[config.mk]
export PLATFORM = sky130hd
export DESIGN_NAME = seven_segment_scan_driver_core
export DESIGN_NICKNAME = d
export VERILOG_FILES = /design/src/ssd_pkg.sv /design/src/ssd_front.sv /design/src/ssd_queue.sv /design/src/ssd_back.sv /design/src/seven_segment_scan_driver_core.sv
export VERILOG_INCLUDE_DIRS = /design/src /design/src/src
export SDC_FILE = /design/constraint.sdc
export NUM_CORES = 2
export LEC_CHECK = 0
export BUFFER_PORTS_ARGS = -buffer_cell sky130_fd_sc_hd__buf_2
export CORE_MARGIN = 2
export CORE_UTILIZATION = 48
export DETAILED_ROUTE_END_ITERATION = 6
export HOLD_SLACK_MARGIN = 0.03
export SLEW_MARGIN = 40
export SYNTH_ARGS = -nofsm -noshare
export SYNTH_HDL_FRONTEND = slang
export SYNTH_SLANG_ARGS = --single-unit
[constraint.sdc]
create_clock -name clk_i -period 13.4 [get_ports clk_i]
set_input_delay 2.68 -clock clk_i [delete_from_list [all_inputs] [get_ports clk_i]]
set_output_delay 2.68 -clock clk_i [all_outputs]
set_load 0.02 [all_outputs]
[src/seven_segment_scan_driver_core_defines.svh]
// Assertion helpers shared by the scan driver modules.
// Each macro expects clk_i and rst_ni in scope.
`ifndef SEVEN_SEGMENT_SCAN_DRIVER_CORE_DEFINES_SVH
`define SEVEN_SEGMENT_SCAN_DRIVER_CORE_DEFINES_SVH

// Same-cycle implication, off during reset
`define SSD_ASSERT_IMPLIES(lbl, ante, cons, msg) \
  lbl: assert property (@(posedge clk_i) disable iff (!rst_ni) (ante) |-> (cons)) \
    else $error(msg);

// Next-cycle implication, off during reset
`define SSD_ASSERT_NEXT(lbl, ante, cons, msg) \
  lbl: assert property (@(posedge clk_i) disable iff (!rst_ni) (ante) |=> (cons)) \
    else $error(msg);

`endif

[src/ssd_pkg.sv]
package ssd_pkg;

  // Display geometry
  localparam int unsigned DIGIT_COUNT = 6;
  localparam int unsigned POS_W       = 3;
  localparam logic [POS_W-1:0] LAST_POS = POS_W'(DIGIT_COUNT - 1);

  // Field widths
  localparam int unsigned VALUE_W = 24;
  localparam int unsigned GRID_W  = 8;
  localparam int unsigned SEG_W   = 7;
  localparam int unsigned DIGIT_W = 4;

  // Queue between front and back
  localparam int unsigned QUEUE_DEPTH = 4;
  localparam int unsigned QPTR_W      = $clog2(QUEUE_DEPTH);
  localparam int unsigned QCNT_W      = $clog2(QUEUE_DEPTH + 1);

  // Reciprocals for value / 10^p: ceil(2^k / 10^p), k = 24 + ceil(log2(10^p)).
  // Exact for every 24-bit value since the rounding error stays below 2^k / 2^24.
  localparam int unsigned RECIP_W = 25;
  localparam int unsigned PROD1_W = VALUE_W + RECIP_W;
  localparam int unsigned SHIFT_W = 6;

  localparam logic [RECIP_W-1:0] PLACE_RECIP [8] = '{
    RECIP_W'(((64'd1 << 24) + 64'd0) / 64'd1),
    RECIP_W'(((64'd1 << 28) + 64'd9) / 64'd10),
    RECIP_W'(((64'd1 << 31) + 64'd99) / 64'd100),
    RECIP_W'(((64'd1 << 34) + 64'd999) / 64'd1000),
    RECIP_W'(((64'd1 << 38) + 64'd9999) / 64'd10000),
    RECIP_W'(((64'd1 << 41) + 64'd99999) / 64'd100000),
    RECIP_W'(((64'd1 << 44) + 64'd999999) / 64'd1000000),
    RECIP_W'(((64'd1 << 48) + 64'd9999999) / 64'd10000000)
  };

  localparam logic [SHIFT_W-1:0] PLACE_SHIFT [8] = '{
    6'd24, 6'd28, 6'd31, 6'd34, 6'd38, 6'd41, 6'd44, 6'd48
  };

  // Divide by ten: ceil(2^27 / 10), exact for quotients below 2^26
  localparam int unsigned DIV10_RECIP_W = 24;
  localparam int unsigned PROD2_W       = VALUE_W + DIV10_RECIP_W;
  localparam int unsigned DIV10_SHIFT   = 27;
  localparam int unsigned TENS_W        = 21;
  localparam logic [DIV10_RECIP_W-1:0] DIV10_RECIP =
    DIV10_RECIP_W'(((64'd1 << 27) + 64'd9) / 64'd10);

  // One scan beat after classification
  typedef struct packed {
    logic [VALUE_W-1:0] value;
    logic [POS_W-1:0]   pos;
    logic               top;
  } ssd_item_t;

  // Common-cathode segment code, g..a; blank for anything above nine
  function automatic logic [SEG_W-1:0] seg_code(input logic [DIGIT_W-1:0] digit);
    logic [SEG_W-1:0] code;
    case (digit)
      4'd0:    code = 7'h3f;
      4'd1:    code = 7'h06;
      4'd2:    code = 7'h5b;
      4'd3:    code = 7'h4f;
      4'd4:    code = 7'h66;
      4'd5:    code = 7'h6d;
      4'd6:    code = 7'h7d;
      4'd7:    code = 7'h07;
      4'd8:    code = 7'h7f;
      4'd9:    code = 7'h6f;
      default: code = 7'h00;
    endcase
    return code;
  endfunction

endpackage

[src/ssd_front.sv]
`include "seven_segment_scan_driver_core_defines.svh"

module ssd_front import ssd_pkg::*; (
  input  logic                clk_i,
  input  logic                rst_ni,
  input  logic                in_valid_i,
  output logic                in_ready_o,
  input  logic [VALUE_W-1:0]  in_value_i,
  output logic                push_o,
  input  logic                push_ready_i,
  output ssd_item_t           push_item_o
);

  logic [POS_W-1:0] pos_q, pos_d;
  logic             accept;

  // Take a beat whenever the queue has room
  assign in_ready_o = push_ready_i;
  assign accept     = in_valid_i && push_ready_i;
  assign push_o     = accept;

  // Tag the beat with its place and mark the top place
  always_comb begin
    push_item_o.value = in_value_i;
    push_item_o.pos   = pos_q;
    push_item_o.top   = (pos_q == LAST_POS);
  end

  // Advance the scan position, wrapping after the top place
  always_comb begin
    pos_d = pos_q;
    if (accept) begin
      pos_d = (pos_q == LAST_POS) ? '0 : pos_q + POS_W'(1);
    end
  end

  always_ff @(posedge clk_i or negedge rst_ni) begin
    if (!rst_ni) begin
      pos_q <= '0;
    end else begin
      pos_q <= pos_d;
    end
  end

  `SSD_ASSERT_NEXT(a_pos_advance, accept,
    pos_q == (($past(pos_q) == LAST_POS) ? POS_W'(0) : POS_W'($past(pos_q) + POS_W'(1))),
    "scan position did not advance")

endmodule

[src/ssd_queue.sv]
`include "seven_segment_scan_driver_core_defines.svh"

module ssd_queue import ssd_pkg::*; (
  input  logic      clk_i,
  input  logic      rst_ni,
  input  logic      push_i,
  input  ssd_item_t push_item_i,
  output logic      push_ready_o,
  input  logic      pop_i,
  output logic      pop_valid_o,
  output ssd_item_t pop_item_o
);

  ssd_item_t         entry_q [QUEUE_DEPTH];
  logic [QPTR_W-1:0] wr_ptr_q, rd_ptr_q;
  logic [QCNT_W-1:0] count_q;

  assign push_ready_o = (count_q != QCNT_W'(QUEUE_DEPTH));
  assign pop_valid_o  = (count_q != '0);
  assign pop_item_o   = entry_q[rd_ptr_q];

  // Store pushed beats
  always_ff @(posedge clk_i) begin
    if (push_i) begin
      entry_q[wr_ptr_q] <= push_item_i;
    end
  end

  // Move pointers and track fill
  always_ff @(posedge clk_i or negedge rst_ni) begin
    if (!rst_ni) begin
      wr_ptr_q <= '0;
      rd_ptr_q <= '0;
      count_q  <= '0;
    end else begin
      if (push_i) begin
        wr_ptr_q <= wr_ptr_q + QPTR_W'(1);
      end
      if (pop_i) begin
        rd_ptr_q <= rd_ptr_q + QPTR_W'(1);
      end
      if (push_i && !pop_i) begin
        count_q <= count_q + QCNT_W'(1);
      end else if (pop_i && !push_i) begin
        count_q <= count_q - QCNT_W'(1);
      end
    end
  end

  `SSD_ASSERT_IMPLIES(a_no_overflow, count_q == QCNT_W'(QUEUE_DEPTH), !push_i,
    "push into full queue")
  `SSD_ASSERT_IMPLIES(a_empty_ptrs, count_q == '0, (wr_ptr_q == rd_ptr_q) && !pop_i,
    "empty queue out of step")

endmodule

[src/ssd_back.sv]
`include "seven_segment_scan_driver_core_defines.svh"

module ssd_back import ssd_pkg::*; (
  input  logic               clk_i,
  input  logic               rst_ni,
  input  logic               pop_valid_i,
  input  ssd_item_t          pop_item_i,
  output logic               pop_o,
  output logic               out_valid_o,
  input  logic               out_ready_i,
  output logic [GRID_W-1:0]  grid_drive_o,
  output logic [SEG_W-1:0]   segment_code_o,
  output logic [POS_W-1:0]   place_index_o
);

  logic                 advance;

  logic                 s1_valid_q, s2_valid_q, s3_valid_q, out_valid_q;
  logic [PROD1_W-1:0]   s1_prod_q;
  logic [POS_W-1:0]     s1_pos_q, s2_pos_q, s3_pos_q;
  logic                 s1_top_q, s2_top_q, s3_top_q;
  logic [VALUE_W-1:0]   s2_quot_q, s3_quot_q;
  logic [PROD2_W-1:0]   s3_prod_q;

  logic [PROD1_W-1:0]   s1_prod_d;
  logic [VALUE_W-1:0]   s2_quot_d;
  logic [PROD2_W-1:0]   s3_prod_d;
  logic [TENS_W-1:0]    tens;
  logic [VALUE_W-1:0]   low_rem;
  logic [DIGIT_W-1:0]   digit;
  logic                 blank;

  logic [GRID_W-1:0]    grid_d, grid_q;
  logic [SEG_W-1:0]     seg_d, seg_q;
  logic [POS_W-1:0]     place_q;

  // Whole pipe moves while the output slot is free or being drained
  assign advance = !out_valid_q || out_ready_i;
  assign pop_o   = advance && pop_valid_i;

  // Stage 1: multiply by the reciprocal of 10^place
  assign s1_prod_d = PROD1_W'(pop_item_i.value) * PROD1_W'(PLACE_RECIP[pop_item_i.pos]);

  // Stage 2: drop the fraction to get value / 10^place
  assign s2_quot_d = VALUE_W'(s1_prod_q >> PLACE_SHIFT[s1_pos_q]);

  // Stage 3: multiply by the reciprocal of ten
  assign s3_prod_d = PROD2_W'(s2_quot_q) * PROD2_W'(DIV10_RECIP);

  // Output: remainder mod ten, top place keeps the whole quotient
  always_comb begin
    tens    = TENS_W'(s3_prod_q >> DIV10_SHIFT);
    low_rem = s3_quot_q - (VALUE_W'({tens, 3'b000}) + VALUE_W'({tens, 1'b0}));
    if (s3_top_q) begin
      blank = (s3_quot_q > VALUE_W'(9));
      digit = s3_quot_q[DIGIT_W-1:0];
    end else begin
      blank = 1'b0;
      digit = low_rem[DIGIT_W-1:0];
    end
    seg_d  = blank ? '0 : seg_code(digit);
    grid_d = ~(GRID_W'(1) << (LAST_POS - s3_pos_q));
  end

  // Stage valids
  always_ff @(posedge clk_i or negedge rst_ni) begin
    if (!rst_ni) begin
      s1_valid_q  <= 1'b0;
      s2_valid_q  <= 1'b0;
      s3_valid_q  <= 1'b0;
      out_valid_q <= 1'b0;
    end else if (advance) begin
      s1_valid_q  <= pop_valid_i;
      s2_valid_q  <= s1_valid_q;
      s3_valid_q  <= s2_valid_q;
      out_valid_q <= s3_valid_q;
    end
  end

  // Stage payloads
  always_ff @(posedge clk_i) begin
    if (advance) begin
      s1_prod_q <= s1_prod_d;
      s1_pos_q  <= pop_item_i.pos;
      s1_top_q  <= pop_item_i.top;
      s2_quot_q <= s2_quot_d;
      s2_pos_q  <= s1_pos_q;
      s2_top_q  <= s1_top_q;
      s3_prod_q <= s3_prod_d;
      s3_quot_q <= s2_quot_q;
      s3_pos_q  <= s2_pos_q;
      s3_top_q  <= s2_top_q;
      grid_q    <= grid_d;
      seg_q     <= seg_d;
      place_q   <= s3_pos_q;
    end
  end

  assign out_valid_o    = out_valid_q;
  assign grid_drive_o   = grid_q;
  assign segment_code_o = seg_q;
  assign place_index_o  = place_q;

  `SSD_ASSERT_IMPLIES(a_blank_top_only, out_valid_q && (seg_q == '0),
    place_q == LAST_POS, "blank digit below top place")
  `SSD_ASSERT_NEXT(a_stall_holds_s3, s3_valid_q && !advance,
    s3_valid_q && (s3_pos_q == $past(s3_pos_q)), "stage 3 lost a beat while stalled")

endmodule

[src/seven_segment_scan_driver_core.sv]
// Six-place multiplexed seven-segment scan driver. Each input beat is one scan
// tick carrying the binary value to show; each tick yields one output beat with
// the common-cathode segment code of the current decimal place, its active-low
// grid byte (ones place on bit 5, top place on bit 0) and the place index, after
// which the scan moves to the next place, wrapping after the top one. A top-place
// quotient above nine is shown blank. The block takes one beat per clock while
// the queue has room; a result passes a pipeline of two reciprocal multipliers
// (one for the power of ten, one for the final divide by ten) and an output
// register. A four-entry queue sits between the input side and that pipeline,
// so an output stall holds the input off only once the queue fills.
module seven_segment_scan_driver_core import ssd_pkg::*; (
  input  logic        clk_i,
  input  logic        rst_ni,
  input  logic        s_axis_tvalid_i,
  output logic        s_axis_tready_o,
  input  logic [23:0] s_axis_tdata_i,   // [23:0] value_to_show
  output logic        m_axis_tvalid_o,
  input  logic        m_axis_tready_i,
  output logic [23:0] m_axis_tdata_o    // [7:0] grid_drive, [14:8] segment_code,
                                        // [17:15] place_index, [23:18] zero
);

  logic              push, push_ready, pop, pop_valid;
  ssd_item_t         push_item, pop_item;
  logic [GRID_W-1:0] grid_drive;
  logic [SEG_W-1:0]  segment_code;
  logic [POS_W-1:0]  place_index;

  ssd_front u_front (
    .clk_i        (clk_i),
    .rst_ni       (rst_ni),
    .in_valid_i   (s_axis_tvalid_i),
    .in_ready_o   (s_axis_tready_o),
    .in_value_i   (s_axis_tdata_i[VALUE_W-1:0]),
    .push_o       (push),
    .push_ready_i (push_ready),
    .push_item_o  (push_item)
  );

  ssd_queue u_queue (
    .clk_i        (clk_i),
    .rst_ni       (rst_ni),
    .push_i       (push),
    .push_item_i  (push_item),
    .push_ready_o (push_ready),
    .pop_i        (pop),
    .pop_valid_o  (pop_valid),
    .pop_item_o   (pop_item)
  );

  ssd_back u_back (
    .clk_i          (clk_i),
    .rst_ni         (rst_ni),
    .pop_valid_i    (pop_valid),
    .pop_item_i     (pop_item),
    .pop_o          (pop),
    .out_valid_o    (m_axis_tvalid_o),
    .out_ready_i    (m_axis_tready_i),
    .grid_drive_o   (grid_drive),
    .segment_code_o (segment_code),
    .place_index_o  (place_index)
  );

  // Pack the result beat
  assign m_axis_tdata_o = {6'b000000, place_index, segment_code, grid_drive};

endmodule
=== Word level (Yosys, flattened, before mapping) ===
Memory sizes are Yosys's and may differ from the RTL's. A register that Yosys moved wholly into a read port is not among the register bits.
Index checks and enable logic that the tools add are counted.

* $mul: 2
* Reductions and logical operators: 10
* Order comparisons: 3
* Div/mod/pow operators: 0
* Bitwise operators: 3
* Equal/unequal tests: 2
* Mux-type cells: 11
* $add $sub $neg: 8
* Shift operators: 2

{| class="wikitable"
|+ Operators with widths
! kind !! number
|-
| 25-bit 2-to-1 mux || 2
|-
| 24-bit by 25-bit multiplier with 49-bit output || 1
|-
| 49-bit by 6-bit >> shifter with 24-bit output || 1
|-
| 24-bit by 24-bit multiplier with 30-bit output (second input constant) || 1
|-
| 24-bit by 4-bit greater-than comparator with 1-bit output (second input constant) || 1
|-
| 6-bit 2-to-1 mux || 2
|-
| 3-bit 2-to-1 mux || 3
|-
| 4-bit >= comparator (second input constant) || 2
|-
| 3-bit NOT with 4-bit output || 2
|-
| 8-bit NOT || 1
|-
| 1-bit by 3-bit << shifter with 8-bit output (first input constant) || 1
|-
| 3-bit by 1-bit adder with 3-bit output (second input constant) || 2
|-
| 2-bit by 1-bit adder with 2-bit output (second input constant) || 2
|-
| 4-bit adder || 1
|-
| 1-bit logical AND || 4
|-
| 4-bit 2-to-1 mux || 1
|-
| 4-bit subtractor || 1
|-
| 3-bit == test (second input constant) || 1
|-
| 1-bit logical NOT || 3
|-
| 1-bit 2-to-1 mux || 3
|-
| 3-bit != test (second input constant) || 1
|-
| 3-bit nonzero test || 1
|-
| 3-bit by 1-bit subtractor with 3-bit output (second input constant) || 1
|-
| 3-bit subtractor (first input constant) || 1
|-
| 2 further kinds || 2
|}

* Memory bits (read-only): 360
* Input port bits: 28
* Latch bits: 0
* Bits in writable memories: 112
* Memories: 4
* Bits in registers: 164

{| class="wikitable"
|+ Memories
! name !! words !! bits a word !! read ports !! clocked after Yosys merged registers in !! wr ports !! RTL line !! source
|-
| (name not given) || 8 || 25 || 1 || 0 || 0 || ssd_back.sv:42 || <nowiki>assign s1_prod_d = PROD1_W'(pop_item_i.value) * PROD1_W'(PLACE_RECIP[pop_item_i.pos]);</nowiki>
|-
| (name not given) || 16 || 7 || 1 || 1 || 0 || ssd_pkg.sv:58 || <nowiki>case (digit)</nowiki>
|-
| u_queue.entry_q || 4 || 28 || 1 || 0 || 1 || ssd_queue.sv:14 || <nowiki>ssd_item_t entry_q [QUEUE_DEPTH];</nowiki>
|-
| (name not given) || 8 || 6 || 1 || 0 || 0 || ssd_back.sv:45 || <nowiki>assign s2_quot_d = VALUE_W'(s1_prod_q >> PLACE_SHIFT[s1_pos_q]);</nowiki>
|}

=== Longest topological paths before layout ===
* Word-level depth: 6
* Depth in mapped cells: 34
* Depth with buffers taken out: 30

=== Hierarchy ===
From an unflattened synthesis, not the netlist that was laid out.

* Cell total of the unflattened synthesis: 3451
* Area, all modules: 35763.0 µm²

{| class="wikitable"
|+ By module, submodules not included
! module !! seq. area each (µm²) !! times used !! cells an instance !! area each (µm²)
|-
| ssd_back || 3283.1 || 1 || 3227 || 30948.4
|-
| ssd_queue || 3538.4 || 1 || 181 || 4436.8
|-
| ssd_front || 75.1 || 1 || 36 || 329.1
|-
| seven_segment_scan_driver_core || 0.0 || 1 || 7 || 48.8
|}

=== Least setup slack after synthesis ===
OpenSTA, ideal clock, no wires.

* Path type: register to register
* Start point: reg u_queue.rd_ptr_q[0]
* End point: reg u_back.s1_prod_q[39], data pin
* Clock period less this slack: 7.978 ns
* Required time: 13.144 ns
* Arrival time: 7.723 ns
* Setup time: 0.256 ns
* Cell stages (with the launch flop): 27
* Setup slack: 5.422 ns
* Cell sequence: dfrtp_1 > mux4_2 > buf_2 > inv_1 > ha_1 > nor2_1 > clkbuf_1 > nand2_1 > fa_1 > inv_1 > fa_1 > inv_1 > fa_1 > fa_1 > inv_1 > fa_1 > fa_1 > inv_1 > fa_1 > inv_1 > ha_1 > a21oi_1 > nor2_1 > a211oi_1 > a21oi_2 > or4_1 > o211a_1

{| class="wikitable"
|+ RTL lines
! what !! RTL line !! source
|-
| start: declaration || ssd_queue.sv:15 || <nowiki>logic [QPTR_W-1:0] wr_ptr_q, rd_ptr_q;</nowiki>
|-
| start signal: assignment || ssd_queue.sv:40 || <nowiki>rd_ptr_q <= rd_ptr_q + QPTR_W'(1);</nowiki>
|-
| end signal: assignment || ssd_back.sv:83 || <nowiki>s1_prod_q <= s1_prod_d;</nowiki>
|-
| end: declaration || ssd_back.sv:19 || <nowiki>logic [PROD1_W-1:0] s1_prod_q;</nowiki>
|}

=== Worst setup path in the final report ===
* Start point: reg u_queue.rd_ptr_q[1]
* End point: reg u_back.s1_prod_q[39], data pin

* Cells in the longest elaborated chain, start to end: 6

{| class="wikitable"
|+ Ends and longest elaborated chain
! what !! RTL line !! source
|-
| memory read 4 x 28 bit (*) || - ||
|-
| 3-bit NOT with 4-bit output (not written as such) || ssd_back.sv:42 ||
|-
| memory read 8 x 25 bit || - ||
|-
| 25-bit 2-to-1 mux (not written as such) (2 in a row) || ssd_back.sv:42 ||
|-
| 24-bit by 25-bit multiplier with 49-bit output (*) || ssd_back.sv:42 ||
|-
| named net u_back.s1_prod_d[39] || ssd_back.sv:25 || <nowiki>logic [PROD1_W-1:0] s1_prod_d;</nowiki>
|}

The timed path passes the listed nets; every way through them passes the cells marked *. The select of a mux whose other input is x is not followed.
A chain may end at the register's enable or synchronous reset.

==> results.md <==
- Final Cycle Share: 0.763
- Worst R2R Start: u_queue.rd_ptr_q[1]
- CP Depth: 29
- Area Growth Syn to Fin: 5.86%
- Final setup viols: 0
- Synth top area share: 0.372
- Max incr delay on CP: between 0.7 and 0.8 ns
- Htree depth: 1
- Largest net degree at the start of global routing: 72
- CTS Buf Count: 24
- Final nets: 4,521
- Post-Syn Area: 35,400 sq um
- Maximum clock frequency: around 0.098 GHz
- Vias in the first global route: 25,133
- Post-synthesis sequential area ratio: 0.195
- Cells after Synth: 3,472
- Slowest-stage cell, CP: dfrtp_2
- Core Box Area: about 73,000 sq um
- R2R Setup Slk: between 3 and 4 ns
- Hold buffers post-CTS: 0
- Antenna Violating Nets Remaining: 0
- WP data arrival: about 11 ns
- CP Data Required Time: 13.69 ns
- Die Height: 276 um
- Outcome: finished clean
- Ant. Diodes: 0
- Vias per inst: approximately 5.3
- Drt pass-1 iters: 5
- DRC viols: 0
- DR iter-0 viols: approximately 1,800
- Critical Path Source: u_queue.rd_ptr_q[1]
- Fin. Hold Viols: 0
- Clock skew: 0.00770 ns
- Worst-case reg-to-reg path depth: 29
- CP top delay family: adder cells
- Most frequent cells in the layout: inv_1, fa_1, ha_1
- Element type at the critical path start: flop
- Worst-Margin Slew: around 0.9 ns
- Ys flop type: edfxtp_1
- Ys Warns: 0
- Worst Path Max Fanout: 21
- Critical path class: reg2reg
- Top post-synthesis cells by area: fa_1, edfxtp_1, ha_1
- Post_cts resized: 0
- Routed WL: around 92,000 um
- Clk root buf: clkbuf_16
- CTS tree: built
- Die width: 276 um
- Area leader, netlist: fa_1
- Ports: 54
- Post-CTS Setup Repair Bufs: 0
- RSZ-0062 raised after global routing: false
- Maximum buffer depth of the clock tree: 3
- Synthesized flop and latch total: roughly 230
- GRT overflow: 0
- Final min period: 10.22 ns
- # clock sinks: between 200 and 250
- Wire per inst: 20.8 um
- Share of layout cells above drive strength 1: 0.0628
- Number of synthesized flops with an enable pin: about 220
- Die area: roughly 76,000 sq um
- Cells on Worst Hold Path: 0
- CP dominant cell by count: inv_1
- Initial antenna violation count: 0
- Buf/Inv on CP: 8
- Slew headroom: 0.405
- HP Class: reg2reg
- Clock-pin slew on the worst setup and hold paths: ~0.060 ns
- Worst hold start: u_back.s2_pos_q[1]
- Max Slew Vio Count: 0
- Netlist cell types: between 70 and 80
- Dpl hpwl: about 76,000 um
- Total track usage: 0.253
- Number of max-cap violations: 0
- Initial Util: 0.485
- Async SR Flop Fraction: 0.0603
- Later-pin clock latency in the skew report: between 0.5 and 0.6 ns
- First-pass GRT wire length: roughly 140,000 um
- PortBufs: 47
- Most common cell after layout, fill and taps aside: inv_1
- Setup TNS Final: 0 ns
- Vias: around 24,000
- Syn Area/Cell: roughly 10 sq um
- # rows: 99
- GPL Wtd Cong: 0.978
- CP endpoint kind: flop
routing by layer:
layer  vias to the layer above  track usage  wire length [um]
met1                     11822        0.328             37300
met5                         -            0                 0
met2                       917        0.419             43600
met3                       220       0.0506              7280
met4                         0       0.0996              4260
li1                      10682            -                 -
cell usage after synthesis (11+ instances only):
library cell / n
a211oi_1: 12
a21o_1: 26
a21oi_1: 85
and2_1: 19
buf_2: 36
clkbuf_1: 75
dfrtp_1: 14
edfxtp_1: 218
fa_1: 657
ha_1: 367
inv_1: 891
mux2_2: 30
mux2i_1: 71
mux4_2: 16
nand2_1: 306
nand2b_1: 15
nand3_1: 33
nand4_1: 11
nor2_1: 275
nor3_1: 25
o21a_1: 13
o21ai_0: 50
o22ai_1: 18
xnor2_1: 42
xor2_1: 15
sequential cells by signal (all words and copies together), names as in the netlist, 3 cells and up:
register and flops:
u_back.place_index_o 3, u_back.s2_quot_q 24, u_back.s1_prod_q 25, u_back.s1_pos_q 3
u_back.s3_quot_q 22, u_queue.count_q 3, u_back.grid_drive_o 8, u_back.segment_code_o 7
u_front.pos_q 3, u_back.s3_pos_q 3, u_queue.entry_q 112, u_back.s3_prod_q 5
u_back.s2_pos_q 3
through the flow:
stage,cells,hold WS [ns],util,setup WS [ns],cell area [sq um]
detailed placement,4402,0.406,0.503,3.24,36700
global placement,4399,0.400,0.503,3.41,36700
CTS,4446,0.421,0.513,3.24,37500
finish,4446,0.420,0.514,3.18,37500
floorplan,3477,0.400,-,5.42,35400
global route,4446,0.428,0.514,2.55,37500
final timing paths:
path / endpoint
max: u_back.s1_prod_q[39]
min: u_back.s3_pos_q[1]
max reg2reg: u_back.s1_prod_q[39]
min reg2reg: u_back.s3_pos_q[1]
max in group asynchronous: u_queue.rd_ptr_q[1]
min in group asynchronous: u_front.pos_q[1]
final cells by class:
type / count / area (sq um)
repair buffers: 93 / 599
fillers: 6630 / 35500
multi-input cells: 2219 / 24700
clock inverters: 16 / 92.6
inverters: 899 / 3370
clock buffers: 28 / 637
flip-flops and latches: 232 / 6900
well taps: 959 / 1200
worst register-to-register path: cells and delay by family, from the launching register on:
kind                       cells  cell delay (ns)
and+or+nand+nor                4             2.18
buffers and inverters          8             0.98
adders and majority gates      8             3.75
AOI/OAI and AO/OA              8             1.92
muxes                          1             0.42
DFF                            1             0.72
cells by family after synthesis:
family | after synthesis | share of synthesized area
xor gates and xnor gates | 57 | 0.0141
buffers and inverters | 1026 | 0.111
muxes | 118 | 0.0404
other | 1 | 0.000106
and+or+nand+nor | 741 | 0.0890
DFF | 232 | 0.195
AOI/OAI and AO/OA | 273 | 0.0492
adders and majority gates | 1024 | 0.501
Power is left out: the tool's default activity adds up to more than one toggle a clock period on the data nets, which glitch-free logic cannot reach.
